$ cat config.mk
export PLATFORM = sky130hd
export DESIGN_NAME = sensor_packet_validator_crc32
export DESIGN_NICKNAME = d
export VERILOG_FILES = /design/src/rtl/spv_pkg.sv /design/src/rtl/spv_front.sv /design/src/rtl/spv_queue.sv /design/src/rtl/spv_back.sv /design/src/rtl/sensor_packet_validator_crc32.sv
export SDC_FILE = /design/constraint.sdc
export NUM_CORES = 1
export LEC_CHECK = 0
export BUFFER_PORTS_ARGS = -buffer_cell sky130_fd_sc_hd__buf_2
export CELL_PAD_IN_SITES_DETAIL_PLACEMENT = 0
export CELL_PAD_IN_SITES_GLOBAL_PLACEMENT = 1
export CORE_MARGIN = 1
export CORE_UTILIZATION = 51
export DETAILED_ROUTE_END_ITERATION = 7
export PLACE_DENSITY_LB_ADDON = 0.1
export SLEW_MARGIN = 20
export SYNTH_ARGS = -nofsm -noshare
export SYNTH_HDL_FRONTEND = slang
export SYNTH_SLANG_ARGS = --single-unit
$ cat constraint.sdc
create_clock -name aclk -period 11 [get_ports aclk]
set_input_delay 2.2 -clock aclk [delete_from_list [all_inputs] [get_ports aclk]]
set_output_delay 2.2 -clock aclk [all_outputs]
set_load 0.1 [all_outputs]
$ cat src/rtl/spv_pkg.sv
// ----------------------------------------------------------------------------
// spv_pkg
// Shared types, codes and the byte-wise reflected CRC-32 step for the
// sensor packet validator.
// ----------------------------------------------------------------------------
package spv_pkg;

    // Input stream packing
    localparam int S_TDATA_W = 128;
    localparam int S_TUSER_W = 1;

    // Result stream packing: status, then CRC, zero padded to whole bytes
    localparam int STATUS_W  = 3;
    localparam int CRC_W     = 32;
    localparam int M_PAD_W   = 5;
    localparam int M_TDATA_W = STATUS_W + CRC_W + M_PAD_W;

    // Configuration port
    localparam int CFG_IDX_W  = 2;
    localparam int CFG_DATA_W = 16;

    localparam logic [CFG_IDX_W-1:0] CFG_EXP_TYPE   = 2'd0;
    localparam logic [CFG_IDX_W-1:0] CFG_EXP_MAGIC  = 2'd1;
    localparam logic [CFG_IDX_W-1:0] CFG_EXP_BLKSZ  = 2'd2;
    localparam logic [CFG_IDX_W-1:0] CFG_HDR_BYTES  = 2'd3;

    // Item kinds carried on s_tuser
    localparam logic CMD_HEADER = 1'b0;
    localparam logic CMD_DATA   = 1'b1;

    // Result status codes
    localparam logic [STATUS_W-1:0] ST_OK       = 3'd0;
    localparam logic [STATUS_W-1:0] ST_TYPE     = 3'd1;
    localparam logic [STATUS_W-1:0] ST_MAGIC    = 3'd2;
    localparam logic [STATUS_W-1:0] ST_BLKSZ    = 3'd3;
    localparam logic [STATUS_W-1:0] ST_TOTAL    = 3'd4;
    localparam logic [STATUS_W-1:0] ST_CHECKSUM = 3'd5;

    // CRC-32, reflected IEEE form
    localparam logic [CRC_W-1:0] CRC_POLY_REFL = 32'hEDB8_8320;
    localparam logic [CRC_W-1:0] CRC_ALL_ONES  = 32'hFFFF_FFFF;

    // Queue between front and back
    localparam int QDEPTH = 4;
    localparam int QPTR_W = 2;
    localparam int QCNT_W = 3;

    // One classified item as it travels through the queue
    typedef struct packed {
        logic                is_hdr;
        logic [STATUS_W-1:0] pre_status;  // type/magic/size result, ST_OK if all pass
        logic [31:0]         need;        // count * block size + header bytes
        logic [31:0]         total;
        logic [31:0]         checksum;
        logic [7:0]          data;
        logic                last;
    } qent_t;

    // Fold one byte into the running CRC, LSB first
    function automatic logic [CRC_W-1:0] crc32_fold(input logic [CRC_W-1:0] crc,
                                                    input logic [7:0] b);
        logic [CRC_W-1:0] c;
        c = crc ^ {24'd0, b};
        for (int i = 0; i < 8; i++) begin
            if (c[0]) begin
                c = (c >> 1) ^ CRC_POLY_REFL;
            end else begin
                c = c >> 1;
            end
        end
        return c;
    endfunction

endpackage

$ cat src/rtl/spv_front.sv
// ----------------------------------------------------------------------------
// spv_front
// Input side: holds the configuration registers, takes input transfers,
// checks header fields and forms the expected total size.
// ----------------------------------------------------------------------------
module spv_front (
    input  logic                          aclk,
    input  logic                          aresetn,
    // configuration writes
    input  logic                          cfg_wr_en,
    input  logic [spv_pkg::CFG_IDX_W-1:0] cfg_index,
    input  logic [spv_pkg::CFG_DATA_W-1:0] cfg_wdata,
    // input stream
    input  logic                          s_tvalid,
    output logic                          s_tready,
    input  logic [spv_pkg::S_TDATA_W-1:0] s_tdata,
    input  logic                          s_tlast,
    input  logic [spv_pkg::S_TUSER_W-1:0] s_tuser,
    // to queue
    output logic                          ent_valid,
    input  logic                          ent_ready,
    output spv_pkg::qent_t                ent
);
    import spv_pkg::*;

    logic [7:0]  exp_type_reg;
    logic [15:0] exp_magic_reg;
    logic [15:0] exp_blksz_reg;
    logic [7:0]  hdr_bytes_reg;

    logic        fv_reg, fv_next;
    qent_t       ent_reg, ent_next;

    logic [7:0]  f_type;
    logic [15:0] f_magic;
    logic [15:0] f_isz;
    logic [31:0] f_total;
    logic [15:0] f_cnt;
    logic [31:0] f_cksum;
    logic [7:0]  f_data;
    logic        accept;

    // Field unpacking
    assign f_type  = s_tdata[7:0];
    assign f_magic = s_tdata[23:8];
    assign f_isz   = s_tdata[39:24];
    assign f_total = s_tdata[71:40];
    assign f_cnt   = s_tdata[87:72];
    assign f_cksum = s_tdata[119:88];
    assign f_data  = s_tdata[127:120];

    // Configuration registers
    always_ff @(posedge aclk) begin
        if (!aresetn) begin
            exp_type_reg  <= '0;
            exp_magic_reg <= '0;
            exp_blksz_reg <= '0;
            hdr_bytes_reg <= '0;
        end else if (cfg_wr_en) begin
            unique case (cfg_index)
                CFG_EXP_TYPE:  exp_type_reg  <= cfg_wdata[7:0];
                CFG_EXP_MAGIC: exp_magic_reg <= cfg_wdata;
                CFG_EXP_BLKSZ: exp_blksz_reg <= cfg_wdata;
                CFG_HDR_BYTES: hdr_bytes_reg <= cfg_wdata[7:0];
                default:       ;
            endcase
        end
    end

    // Take a new transfer when the stage is empty or drains this cycle
    assign s_tready = !fv_reg || ent_ready;
    assign accept   = s_tvalid && s_tready;

    // Classification; product fits 32 bits (65535*65535 + 255 < 2^32)
    always_comb begin
        ent_next = ent_reg;
        fv_next  = fv_reg;
        if (accept) begin
            fv_next             = 1'b1;
            ent_next.is_hdr     = (s_tuser[0] == CMD_HEADER);
            ent_next.need       = (32'(f_cnt) * 32'(exp_blksz_reg)) + 32'(hdr_bytes_reg);
            ent_next.total      = f_total;
            ent_next.checksum   = f_cksum;
            ent_next.data       = f_data;
            ent_next.last       = s_tlast;
            priority if (f_type != exp_type_reg) begin
                ent_next.pre_status = ST_TYPE;
            end else if (f_magic != exp_magic_reg) begin
                ent_next.pre_status = ST_MAGIC;
            end else if (f_isz != exp_blksz_reg) begin
                ent_next.pre_status = ST_BLKSZ;
            end else begin
                ent_next.pre_status = ST_OK;
            end
        end else if (ent_ready) begin
            fv_next = 1'b0;
        end
    end

    always_ff @(posedge aclk) begin
        if (!aresetn) begin
            fv_reg <= 1'b0;
        end else begin
            fv_reg <= fv_next;
        end
    end

    always_ff @(posedge aclk) begin
        ent_reg <= ent_next;
    end

    assign ent_valid = fv_reg;
    assign ent       = ent_reg;

endmodule

$ cat src/rtl/spv_queue.sv
// ----------------------------------------------------------------------------
// spv_queue
// Short first-in first-out queue of classified items between front and back.
// ----------------------------------------------------------------------------
module spv_queue (
    input  logic           aclk,
    input  logic           aresetn,
    input  logic           wr_valid,
    output logic           wr_ready,
    input  spv_pkg::qent_t wr_ent,
    output logic           rd_valid,
    input  logic           rd_ready,
    output spv_pkg::qent_t rd_ent
);
    import spv_pkg::*;

    qent_t             mem [QDEPTH];
    logic [QPTR_W-1:0] wp_reg, wp_next;
    logic [QPTR_W-1:0] rp_reg, rp_next;
    logic [QCNT_W-1:0] cnt_reg, cnt_next;
    logic              push, pop;

    assign wr_ready = (cnt_reg != QCNT_W'(QDEPTH));
    assign rd_valid = (cnt_reg != '0);
    assign push     = wr_valid && wr_ready;
    assign pop      = rd_valid && rd_ready;
    assign rd_ent   = mem[rp_reg];

    // Pointer and fill count update
    always_comb begin
        wp_next  = push ? wp_reg + 1'b1 : wp_reg;
        rp_next  = pop  ? rp_reg + 1'b1 : rp_reg;
        cnt_next = cnt_reg;
        if (push && !pop) begin
            cnt_next = cnt_reg + 1'b1;
        end else if (pop && !push) begin
            cnt_next = cnt_reg - 1'b1;
        end
    end

    always_ff @(posedge aclk) begin
        if (!aresetn) begin
            wp_reg  <= '0;
            rp_reg  <= '0;
            cnt_reg <= '0;
        end else begin
            wp_reg  <= wp_next;
            rp_reg  <= rp_next;
            cnt_reg <= cnt_next;
        end
    end

    // Storage
    always_ff @(posedge aclk) begin
        if (push) begin
            mem[wp_reg] <= wr_ent;
        end
    end

endmodule

$ cat src/rtl/spv_back.sv
// ----------------------------------------------------------------------------
// spv_back
// Execution side: latches header results, runs the CRC one byte per cycle
// while the output register is free, and registers the result transfer.
// ----------------------------------------------------------------------------
module spv_back (
    input  logic                          aclk,
    input  logic                          aresetn,
    input  logic                          ent_valid,
    output logic                          ent_ready,
    input  spv_pkg::qent_t                ent,
    output logic                          m_tvalid,
    input  logic                          m_tready,
    output logic [spv_pkg::M_TDATA_W-1:0] m_tdata
);
    import spv_pkg::*;

    logic [CRC_W-1:0]    crc_reg, crc_next;
    logic [STATUS_W-1:0] hstat_reg, hstat_next;
    logic [CRC_W-1:0]    cksum_reg, cksum_next;
    logic                mv_reg, mv_next;
    logic [STATUS_W-1:0] mstat_reg, mstat_next;
    logic [CRC_W-1:0]    mcrc_reg, mcrc_next;

    logic                adv;
    logic [CRC_W-1:0]    folded;
    logic [CRC_W-1:0]    fin;

    // Output register is free or being emptied
    assign adv       = !mv_reg || m_tready;
    assign ent_ready = adv;

    assign folded = crc32_fold(crc_reg, ent.data);
    assign fin    = ~folded;

    // Item execution
    always_comb begin
        crc_next   = crc_reg;
        hstat_next = hstat_reg;
        cksum_next = cksum_reg;
        mv_next    = adv ? 1'b0 : mv_reg;
        mstat_next = mstat_reg;
        mcrc_next  = mcrc_reg;
        if (ent_valid && adv) begin
            if (ent.is_hdr) begin
                if (ent.pre_status != ST_OK) begin
                    hstat_next = ent.pre_status;
                end else if (ent.total != ent.need) begin
                    hstat_next = ST_TOTAL;
                end else begin
                    hstat_next = ST_OK;
                end
                cksum_next = ent.checksum;
                crc_next   = CRC_ALL_ONES;
            end else if (ent.last) begin
                mv_next   = 1'b1;
                mcrc_next = fin;
                if (hstat_reg != ST_OK) begin
                    mstat_next = hstat_reg;
                end else if (fin != cksum_reg) begin
                    mstat_next = ST_CHECKSUM;
                end else begin
                    mstat_next = ST_OK;
                end
                crc_next = CRC_ALL_ONES;
            end else begin
                crc_next = folded;
            end
        end
    end

    always_ff @(posedge aclk) begin
        if (!aresetn) begin
            crc_reg   <= CRC_ALL_ONES;
            hstat_reg <= ST_OK;
            cksum_reg <= '0;
            mv_reg    <= 1'b0;
        end else begin
            crc_reg   <= crc_next;
            hstat_reg <= hstat_next;
            cksum_reg <= cksum_next;
            mv_reg    <= mv_next;
        end
    end

    always_ff @(posedge aclk) begin
        mstat_reg <= mstat_next;
        mcrc_reg  <= mcrc_next;
    end

    assign m_tvalid = mv_reg;
    assign m_tdata  = {{M_PAD_W{1'b0}}, mcrc_reg, mstat_reg};

endmodule

$ cat src/rtl/sensor_packet_validator_crc32.sv
// ----------------------------------------------------------------------------
// sensor_packet_validator_crc32
// Sensor packet header check plus reflected CRC-32 over the covered bytes.
// ----------------------------------------------------------------------------
// Usage:
//   Input stream (s_*): s_tuser = 0 marks a header transfer whose fields are
//   checked against the configured type, magic, block size and total size;
//   s_tuser = 1 marks one covered byte, s_tlast on the final byte.
//   Result stream (m_*): one transfer per packet, after the last byte, with
//   the first header error, else a checksum mismatch, else ok, and the CRC.
//   Configuration: cfg_wr_en/cfg_index/cfg_wdata, written while idle.
//   Throughput: one input transfer per cycle while the receiver takes results;
//   the CRC unit folds one byte per cycle while the output register is free,
//   and the queue keeps both sides moving on their own. The last byte passes
//   the front register, then a queue entry, then the CRC step into the
//   output register.
//   Stall: a stalled receiver holds the result; the four-entry queue and the
//   front register absorb input, then s_tready drops.
//   Reset (aresetn low, synchronous): config to zero, CRC to all ones, header
//   status and latched checksum to zero, queue and result emptied.
// ----------------------------------------------------------------------------
module sensor_packet_validator_crc32 (
    input  logic                           aclk,
    input  logic                           aresetn,
    // configuration write port
    input  logic                           cfg_wr_en,
    input  logic [spv_pkg::CFG_IDX_W-1:0]  cfg_index,
    input  logic [spv_pkg::CFG_DATA_W-1:0] cfg_wdata,
    // input stream
    input  logic                           s_tvalid,
    output logic                           s_tready,
    // tdata: pkt_type, magic, elem_size, total_size, item_count,
    //        stored_checksum, data_byte
    input  logic [spv_pkg::S_TDATA_W-1:0]  s_tdata,
    input  logic                           s_tlast,
    // tuser: cmd
    input  logic [spv_pkg::S_TUSER_W-1:0]  s_tuser,
    // result stream
    output logic                           m_tvalid,
    input  logic                           m_tready,
    // tdata: status, computed_crc, zero pad
    output logic [spv_pkg::M_TDATA_W-1:0]  m_tdata
);
    import spv_pkg::*;

    logic  f_valid, f_ready;
    qent_t f_ent;
    logic  q_valid, q_ready;
    qent_t q_ent;

    spv_front u_front (
        .aclk      (aclk),
        .aresetn   (aresetn),
        .cfg_wr_en (cfg_wr_en),
        .cfg_index (cfg_index),
        .cfg_wdata (cfg_wdata),
        .s_tvalid  (s_tvalid),
        .s_tready  (s_tready),
        .s_tdata   (s_tdata),
        .s_tlast   (s_tlast),
        .s_tuser   (s_tuser),
        .ent_valid (f_valid),
        .ent_ready (f_ready),
        .ent       (f_ent)
    );

    spv_queue u_queue (
        .aclk     (aclk),
        .aresetn  (aresetn),
        .wr_valid (f_valid),
        .wr_ready (f_ready),
        .wr_ent   (f_ent),
        .rd_valid (q_valid),
        .rd_ready (q_ready),
        .rd_ent   (q_ent)
    );

    spv_back u_back (
        .aclk      (aclk),
        .aresetn   (aresetn),
        .ent_valid (q_valid),
        .ent_ready (q_ready),
        .ent       (q_ent),
        .m_tvalid  (m_tvalid),
        .m_tready  (m_tready),
        .m_tdata   (m_tdata)
    );

endmodule
## Word level (Yosys, flattened, before mapping)

Memory sizes are Yosys's and may differ from the RTL's. A register that Yosys moved wholly into a read port is not among the register bits.
Cells that the tools add are included.
W data, S select, Z words.

| cells by class | value |
|---|---|
| add/sub/neg operators | 5 |
| multipliers | 1 |
| eq/ne operators | 9 |
| muxes and demuxes | 28 |
| bitwise logic cells | 12 |
| reduce and logical (&&, ||, !) cells | 24 |

Operators with widths:

| kind | count |
|---|---|
| $mux W32 | 10 |
| $not A13 Y14 | 8 |
| $ne A32 B32 Y1 | 2 |
| $add A32 B8 Y32 | 1 |
| $mul A16 B16 Y32 | 1 |
| $ne A16 B16 Y1 | 2 |
| $not A32 Y32 | 1 |
| $xor A32 B8 Y32 | 1 |
| $mux W3 | 6 |
| $reduce_and A2 Y1 | 5 |
| $reduce_bool A3 Y1 | 3 |
| $mux W1 | 8 |
| $mux W2 | 4 |
| $ne A8 B8 Y1 | 1 |
| $logic_and A1 B1 Y1 | 5 |
| $add A2 B1 Y2 const B | 2 |
| $eq A2 B2 Y1 const B | 2 |
| $logic_not A1 Y1 | 4 |
| $reduce_bool A2 Y1 | 2 |
| $add A3 B1 Y3 const B | 1 |
| $ne A3 B3 Y1 const B | 1 |
| $reduce_and A3 Y1 | 1 |
| $sub A3 B1 Y3 const B | 1 |
| $eq A2 B1 Y1 const B | 1 |
| other kinds (4) | 6 |

| storage, ports and cells | value |
|---|---|
| bits in registers | 268 |
| RAM bits | 436 |
| input bits | 153 |
| logic and storage cells | 102 |
| memories | 1 |

Memories:

| name | words | bits a word | read ports | clocked after memory_dff | wr ports | RTL line | RTL |
|---|---|---|---|---|---|---|---|
| u_queue.mem | 4 | 109 | 1 | 1 | 1 | spv_queue.sv:17 | `qent_t mem [QDEPTH];` |

## Longest topological paths before layout

Gate-level depths: netlist of run 1.

| depth | value |
|---|---|
| depth in word-level cells | 21 |
| gate-level depth with buffers | 24 |

## Cells and area by module

Synthesis of run 1 repeated with hierarchy kept, for this count alone.

| second synthesis, totals | value |
|---|---|
| cells, all modules | 2,590 |
| area, all modules | 36,327.3 µm² |

By module, submodules not included:

| module | times used | cells an instance | area each (µm²) | sequential area each (µm²) |
|---|---|---|---|---|
| spv_queue | 1 | 617 | 16,155.5 | 13,272.7 |
| spv_front | 1 | 1,441 | 14,627.8 | 4,224.1 |
| spv_back | 1 | 532 | 5,544.1 | 2,412.3 |

## Worst setup path before layout of run 1

No wires, ideal clock.

| path | value |
|---|---|
| kind | input -> register |
| start | input s_tvalid |
| end | register u_front.ent_reg, in the netlist u_front.ent[0] (enable) |
| setup time | 639 ps |
| data arrival time | 7,635 ps |
| required time | 10,361 ps |
| path slack | 2,726 ps |
| stages | 2 |
| cell sequence | inv_1 a31oi_1 |

| on the way | value |
|---|---|
| longest elaborated chain between the ends | 1 |

Ends and longest elaborated chain:

| item | RTL line | RTL |
|---|---|---|
| from (decl) | sensor_packet_validator_crc32.sv:30 | `input logic s_tvalid,` |
| $logic_and A1 B1 Y1 | spv_front.sv:72 | `assign accept = s_tvalid && s_tready;` |
| named net u_front.accept | spv_front.sv:41 | `logic accept;` |
| to (signal assigned) | spv_front.sv:109 | `ent_reg <= ent_next;` |
| to (decl) | spv_front.sv:32 | `qent_t ent_reg, ent_next;` |

The timed path passes the listed nets, and every way through them passes these cells.
A chain may end at the register's enable or synchronous reset.

## Worst setup path in the final report of run 1

| path | value |
|---|---|
| start | input s_tdata[83] in the netlist's numbering |
| end | register u_front.ent_reg, in the netlist u_front.ent[102], data pin |

| on the way | value |
|---|---|
| longest elaborated chain between the ends | 2 |

Ends and longest elaborated chain:

| item | RTL line | RTL |
|---|---|---|
| from (decl) | sensor_packet_validator_crc32.sv:34 | `input logic [spv_pkg::S_TDATA_W-1:0] s_tdata,` |
| $mul A16 B16 Y32 | spv_front.sv:81 | `ent_next.need = (32'(f_cnt) * 32'(exp_blksz_reg)) + 32'(hdr_bytes_reg);` |
| $add A32 B8 Y32 | spv_front.sv:81 |  |

Every way passes these cells.

==> results of run 1 <==
==> kinds of logic after synthesis <==
logic type / share of synthesized area (%)
AOI/OAI and AO/OA: 3.941
xor gates and xnor gates: 8.066
adders and majority gates: 15.71
buffers and inverters: 4.284
DFF: 56.00
muxes: 3.512
other: 0.01061
and+or+nand+nor: 8.470
==> metrics by stage <==
| step | instances | hold WS, ns | area [um^2] | utilization (%) | total power [mW] |
|---|---|---|---|---|---|
| floorplan | 2615 | 0.4533 | 35350 | - | 5.849 |
| global placement | 3651 | 0.4570 | 37220 | 54.26 | 6.668 |
| detailed placement | 3651 | 0.4718 | 37220 | 54.26 | 6.690 |
| CTS | 3784 | 0.4821 | 39600 | 57.74 | 9.138 |
| global route | 3786 | 0.5037 | 39600 | 57.74 | 9.472 |
| finish | 3787 | 0.4785 | 39610 | 57.75 | 9.036 |
==> where the power goes <==
part | leakage (nW) | internal (mW) | switching (mW) | total (mW)
sequential | 6.34 | 3.33 | 0.229 | 3.56
clock | 1.16 | 1.39 | 1.03 | 2.43
combinational | 7.68 | 1.04 | 2.01 | 3.05
==> metal layers <==
metal  vias to the layer above  track usage (%)  part of all wire, %
met5                         -                0                    0
met4                         0            8.249                  3.3
met3                       128            3.462                  3.9
met2                       394            39.12                   52
met1                     10010            27.68                   41
li1                       9172                -                    -
==> cells in the final DEF (no fill, tap or decap), types with 4 or more instances in the layout <==
| cell type | count |
|---|---|
| nand2_1 | 326 |
| o2111ai_1 | 5 |
| o21ai_0 | 35 |
| o22ai_1 | 9 |
| a21o_1 | 16 |
| a21boi_0 | 68 |
| o21bai_1 | 5 |
| o2bb2ai_1 | 6 |
| mux2i_1 | 19 |
| nor3_1 | 11 |
| clkinv_1 | 11 |
| xnor2_2 | 5 |
| a21oi_1 | 22 |
| inv_1 | 294 |
| xor2_1 | 104 |
| conb_1 | 5 |
| and2_1 | 140 |
| mux4_2 | 45 |
| and3_1 | 4 |
| or3_1 | 5 |
| buf_2 | 188 |
| nand4_1 | 29 |
| nand2b_1 | 4 |
| nor2b_1 | 24 |
| fa_1 | 203 |
| dfxtp_1 | 124 |
| o21a_1 | 5 |
| nor2_1 | 23 |
| nand3_1 | 10 |
| and2_4 | 4 |
| buf_4 | 17 |
| bufinv_16 | 5 |
| nor4_1 | 22 |
| clkbuf_16 | 74 |
| clkinv_2 | 11 |
| ha_1 | 119 |
| xnor2_1 | 192 |
| xnor2_4 | 5 |
| edfxtp_1 | 575 |
| clkbuf_1 | 20 |
==> path summary, 6_finish.rpt <==
| path | startpoint | end | slack, ns | cells after the start |
|---|---|---|---|---|
| max | s_tdata[83] | u_front.ent[102]$_DFFE_PP_ | 3.43 | 19 |
| min | u_back.cksum_reg[15]$_SDFFE_PN0P_ | u_back.cksum_reg[15]$_SDFFE_PN0P_ | 0.48 | 2 |
| max reg2reg | u_front.exp_blksz_reg[1]$_SDFFE_PN0P_ | u_front.ent[102]$_DFFE_PP_ | 4.45 | 18 |
| min reg2reg | u_back.cksum_reg[15]$_SDFFE_PN0P_ | u_back.cksum_reg[15]$_SDFFE_PN0P_ | 0.48 | 2 |
==> cell type report <==
class / count / share of cell area (%)
clock inverter: 37 / 1.077
tap: 931 / 2.941
clock buffer: 96 / 4.935
inverter: 294 / 2.786
antenna: 3 / 0.01895
timing repair buffer: 205 / 2.698
sequential: 701 / 49.98
multi-input combinational: 1520 / 35.57
==> critical path: stages <==
cell     delay, ns
buf_2         0.28
nand2_1       0.13
fa_1          0.54
fa_1          0.52
fa_1          0.51
inv_1         0.05
fa_1          0.49
fa_1          0.49
inv_1         0.05
fa_1          0.48
inv_1         0.04
ha_1          0.34
a21o_1        0.20
a21o_1        0.18
o31a_1        0.28
o31ai_1       0.48
o21ai_0       0.17
o41ai_1       0.34
xnor2_1       0.13
==> cells in the mapped netlist (6+ instances only) <==
| library cell | instances |
|---|---|
| edfxtp_1 | 575 |
| xnor2_1 | 192 |
| nand4_1 | 29 |
| nand2_1 | 326 |
| o2bb2ai_1 | 6 |
| o22ai_1 | 9 |
| a21boi_0 | 68 |
| clkbuf_1 | 85 |
| xor2_1 | 104 |
| a21o_1 | 16 |
| mux4_2 | 45 |
| mux2i_1 | 19 |
| nor3_1 | 12 |
| ha_1 | 119 |
| fa_1 | 203 |
| and2_1 | 144 |
| buf_1 | 7 |
| dfxtp_1 | 126 |
| inv_1 | 294 |
| nor4_1 | 22 |
| o21ai_0 | 35 |
| nand3_1 | 10 |
| nor2_1 | 24 |
| a21oi_1 | 22 |
| nor2b_1 | 24 |
==> flow_summary.yaml, run 1 <==
cells_and_area:
  nets: 3271
  regArea_um2: 19790
  drive_gt1_share_pct: 13.28
  multi_input_area_um2: 14090
  n_fill_cell: 5516
  largest_register_ffs: 432
  area_growth_syn_to_layout_pct: 12.08
yosys:
  synth_cell_types: 69
  async_flop_share_pct: 0
  ys_warn_count: 0
  yosys.area.top_type: "edfxtp_1"
  netlist.area_leader.share_pct: 48.86
  ys_ff_latch: 701
  synthCells: 2611
  netlist_area_um2: 35340
  synth_area_leaders: "edfxtp_1 49%, fa_1 12%, dfxtp_1 7.1%"
  yosysSeqAreaShare_pct: 56.00
  synth-edff-count: 575
  synth-main-ff-cell: "edfxtp_1"
  syn_area_per_cell_um2: 13.53
timing:
  finalCritPeriodShare_pct: 68.78
  tightest_slew_ns: 1.070
  grt_setup_unrepaired: "no"
  slew_headroom_pct: 28.43
  hold_viol: 0
  setup-violations-final: 0
  maxSlewViolCount: 0
  period_needed_ns: 7.566
  setup_tns_ns: 0
  finClkSkew_ns: 0.02906
  worst_slack_ns: 3.434
  fmaxAchievable_mhz: 132.2
clock_tree:
  post_cts_buffers: 0
  clkTransAtPathRegs_ns: 0.06
  hold_buffers: 0
  cts_buffers: 74
  clkSinkCount: 701
  htreeDepth: 3
  clock_path_buffers: 3
  clock_latency_ns: 0.62
  cts.root.buffer_cell: "clkbuf_16"
  cts_resized: 0
  cts_tree: "yes"
placed_design:
  io_buffer_count: 189
  dpl.hpwl_um: 54740
  gp_routability_congestion: 0.8434
  place_ws_ns: 2.846
floorplan:
  start_util_pct: 51.52
  ios: 195
  die_w_um: 265.2
  coreArea_um2: 68590
  die_height_um: 265.2
  dieArea_um2: 70340
  num_rows: 96
run_status:
  run_status: "completed"
grt:
  grt_max_degree: 76
  grt_pass1_wl_um: 118700
  first_global_vias: 21030
  track_usage_pct: 22.22
  grt_overflow_total: 0
  antenna_found_initial: 3
routing:
  wirelength_um: 75800
  postRouteAntennaNets: 0
  drtPass1Iterations: 5
  vias: 19710
  first_iter_violations: 1281
  drc: 0
  wl_per_cell_um: 20.02
  avgViaCountPerCell: 5.203
worst_setup_path:
  worst_ep_arrival_time_ns: 7.92
  crit_path_end_kind: "register"
  startpoint_type: "primary input"
  required_ns: 11.35
  crit_fanout: 16
  critical_path_class: "in -> reg"
power_and_ir_drop:
  p_leak_nw: 15.17
  peakVddDrop_uv: 318.6
  powerDensity_nw_per_um2: 228.2
worst_hold_path:
  hp-class: "reg -> reg"
flow_run:
  drv_cap: 0
Power figures use the tool's default switching activity.
==> run 2, diff against run 1 <==
Settings changed: ABC_AREA set to 1, CORE_UTILIZATION 51 to 44.
Clock period 11 ns to 6.3 ns, I/O delays scaled along.
==> run 2 against run 1 <==
Compared with the run above:
- via count grew 29%
- routed wire length grew 23%
- critical path type unchanged
- largest cell class unchanged
- global-route usage shrank 0.28 points
- clock skew shrank 0.0022 ns
- worst setup slack lost 3.1 ns
- critical endpoint is now u_front.ent[100]$_DFFE_PP_
- largest power group is now combinational cells
- die area grew 21%
- count of clock-buffer cells in the layout is the same
- combinational power grew to 2.8 times the previous value
==> flow_summary.yaml, run 2 <==
cells_and_area:
  area_growth_syn_to_layout_pct: 14.35
  largest_register_ffs: 432
  layout_common_cells: "707 x nand2_1, 575 x edfxtp_1, 541 x inv_1"
  nets: 4317
  drive_gt1_share_pct: 13.01
  mostFrequentLayoutCell: "nand2_1"
yosys:
  async_flop_share_pct: 0
  synth.cells.most_frequent: "709 x nand2_1, 575 x edfxtp_1, 543 x inv_1"
  ys_warn_count: 0
  netlist_area_um2: 37000
  synth_cell_types: 49
  synth-edff-count: 575
  yosys.area.top_type: "edfxtp_1"
  netlist.area_leader.share_pct: 46.67
  synth-main-ff-cell: "edfxtp_1"
  synth_area_leaders: "edfxtp_1 47%, fa_1 11%, nand2_1 7.2%"
  syn_area_per_cell_um2: 10.23
  yosysSeqAreaShare_pct: 53.49
  post-synth-top-count-cell: "nand2_1"
  synthCells: 3617
  ys_ff_latch: 701
power_and_ir_drop:
  switching_share_pct: 42.83
  power.switching_mw: 8.317
  peakVddDrop_uv: 449.3
  seqPwrFrac_pct: 33.0
  powerDensity_nw_per_um2: 459.0
  power.total_mw: 19.42
  power_frac_comb_pct: 43.7
  p_int_mw: 11.10
  p_clk_share_pct: 23.4
  p_leak_nw: 18.43
floorplan:
  coreArea_um2: 82640
  dieArea_um2: 85250
  start_util_pct: 44.77
  die_height_um: 292.0
  num_rows: 105
  die_w_um: 292.0
  ios: 195
worst_setup_path:
  rrSetupSlack_ns: 0.41
  crit_slowest_cell: "fa_1"
  crit_top_cell: "fa_1"
  crit_chain: "buf_2 -> buf_4 -> nand2_1 -> fa_1 -> fa_1 -> inv_1 -> fa_1 -> fa_1 -> fa_1 -> inv_1 -> fa_1 -> inv_1 -> ha_1 -> buf_4 -> nand2_1 -> o21ai_0 -> o21bai_1 -> a21oi_1 -> o21ai_0 -> xor2_1"
  timing.critical_path.buf_inv: 6
  cp_num_cells: 20
  crit_path_end_kind: "register"
  r2r-start: "u_front.exp_blksz_reg[9]$_SDFFE_PN0P_"
  worst_ep_arrival_time_ns: 6.34
  cp_top_family: "adder cells"
  crit_fanout: 10
  crit_path_max_incr_delay_ns: 0.62
  required_ns: 6.66
  critical_path_class: "in -> reg"
  startpoint_type: "primary input"
  rr_worst_depth: 19
  timing.rr.end: "u_front.ent[100]$_DFFE_PP_"
routing:
  wl_per_cell_um: 18.80
  drtPass1Iterations: 7
  wirelength_um: 93390
  avgViaCountPerCell: 5.133
  postRouteAntennaNets: 0
  drc: 0
  first_iter_violations: 1586
  vias: 25500
placed_design:
  io_buffer_count: 189
  dpl.hpwl_um: 64090
  place_ws_ns: -0.3074
  gp_routability_congestion: 0.8596
timing:
  worst_slack_ns: 0.3231
  period_needed_ns: 5.977
  maxSlewViolCount: 0
  tightest_slew_ns: 0.9619
  slew_headroom_pct: 35.87
  grt_setup_unrepaired: "no"
  setup-violations-final: 0
  hold_viol: 0
  fmaxAchievable_mhz: 167.3
  finalCritPeriodShare_pct: 94.87
  finClkSkew_ns: 0.02683
flow_run:
  drv_cap: 0
clock_tree:
  cts.root.buffer_cell: "clkbuf_16"
  clkSinkCount: 701
  cts_tree: "yes"
  cts_resized: 0
  post_cts_buffers: 0
  cts_buffers: 78
  htreeDepth: 3
  clock_latency_ns: 0.63
  hold_buffers: 0
  clock_path_buffers: 3
  clkTransAtPathRegs_ns: 0.06
grt:
  first_global_vias: 25670
  grt_max_degree: 174
  grt_overflow_total: 0
  grt_pass1_wl_um: 144100
  antenna_found_initial: 4
  track_usage_pct: 21.94
worst_hold_path:
  hp-class: "reg -> reg"
  whs_endpoint: "u_front.exp_type_reg[1]$_SDFFE_PN0P_"
  min_from: "u_front.exp_type_reg[1]$_SDFFE_PN0P_"
  worstHoldPathCells: 2
run_status:
  run_status: "completed"
## run 2: cell count changes after synthesis, sizes merged, moves of 67 or more
cell and delta:
xor2 -70, xnor2 -137, nor2 +320, o22ai +113
and2 -143, nand3 +92, o21ai +269, a21boi -67
nand2 +414, inv +253
## run 2: stage by stage
stage | std cells | hold WS (ns) | utilization [%] | area [um^2] | TNS, ns
floorplan | 3621 | 0.4362 | - | 37320 | -0.1034
global placement | 4829 | 0.4421 | 48.05 | 39700 | -1.952
detailed placement | 4831 | 0.4535 | 48.11 | 39760 | -2.747
CTS | 4965 | 0.4626 | 51.17 | 42280 | 0
global route | 4966 | 0.4906 | 51.19 | 42300 | 0
finish | 4967 | 0.4620 | 51.20 | 42310 | 0
## run 2: area by class of cell
class | instances | area (um^2)
Antenna cell | 1 | 2.502
Clock buffer | 96 | 2041
Clock inverter | 38 | 484.2
Fill cell | 7317 | 40330
Inverter | 548 | 2067
Multi-Input combinational cell | 2190 | 14520
Sequential cell | 701 | 19800
Tap cell | 1070 | 1339
Timing Repair Buffer | 323 | 2057
## run 2: worst max-delay path by stage
stage | end | start
CTS | u_front.ent[100]$_DFFE_PP_ | s_tdata[82]
global placement | u_front.ent[101]$_DFFE_PP_ | s_tdata[85]
floorplan | u_front.ent[99]$_DFFE_PP_ | s_tdata[83]
detailed placement | u_front.ent[100]$_DFFE_PP_ | s_tdata[82]
global route | u_front.ent[99]$_DFFE_PP_ | s_tdata[80]
finish | u_front.ent[100]$_DFFE_PP_ | s_tdata[81]
## run 2: logic make-up after synthesis
kind of cell,count (synthesis),share of synthesized area [%]
fa+ha+maj,322,15.01
xor+xnor,100,2.388
other cells,1,0.01014
buf+inv,730,7.795
flops,701,53.49
simple gates,1231,13.51
compound gates,532,7.802
## run 2: power groups by stage
| stage | combinational (mW) | sequential, mW | clock, mW |
|---|---|---|---|
| global placement | 8.38 | 6.48 | 0 |
| global route | 9.41 | 6.48 | 4.82 |
| detailed placement | 8.50 | 6.51 | 0 |
| floorplan | 5.40 | 7.14 | 0 |
| CTS | 8.53 | 6.41 | 4.64 |
| finish | 8.48 | 6.41 | 4.53 |
## run 2: routing by layer
| metal | vias to the layer above | global-route usage [%] | share of wire [%] |
|---|---|---|---|
| li1 | 12230 | - | - |
| met1 | 12540 | 29.98 | 46 |
| met2 | 608 | 36.43 | 47 |
| met3 | 119 | 2.999 | 4.6 |
| met4 | 0 | 6.393 | 2.2 |
| met5 | - | 0 | 0 |
## run 2: worst register-to-register path: stages (launching register included)
cell	delay (ns)
dfxtp_1	0.74
buf_4	0.29
nand2_1	0.08
fa_1	0.48
fa_1	0.53
inv_1	0.06
fa_1	0.62
fa_1	0.46
fa_1	0.49
inv_1	0.05
fa_1	0.47
inv_1	0.04
ha_1	0.28
buf_4	0.15
nand2_1	0.07
o21ai_0	0.09
o21bai_1	0.19
a21oi_1	0.27
o21ai_0	0.14
xor2_1	0.16
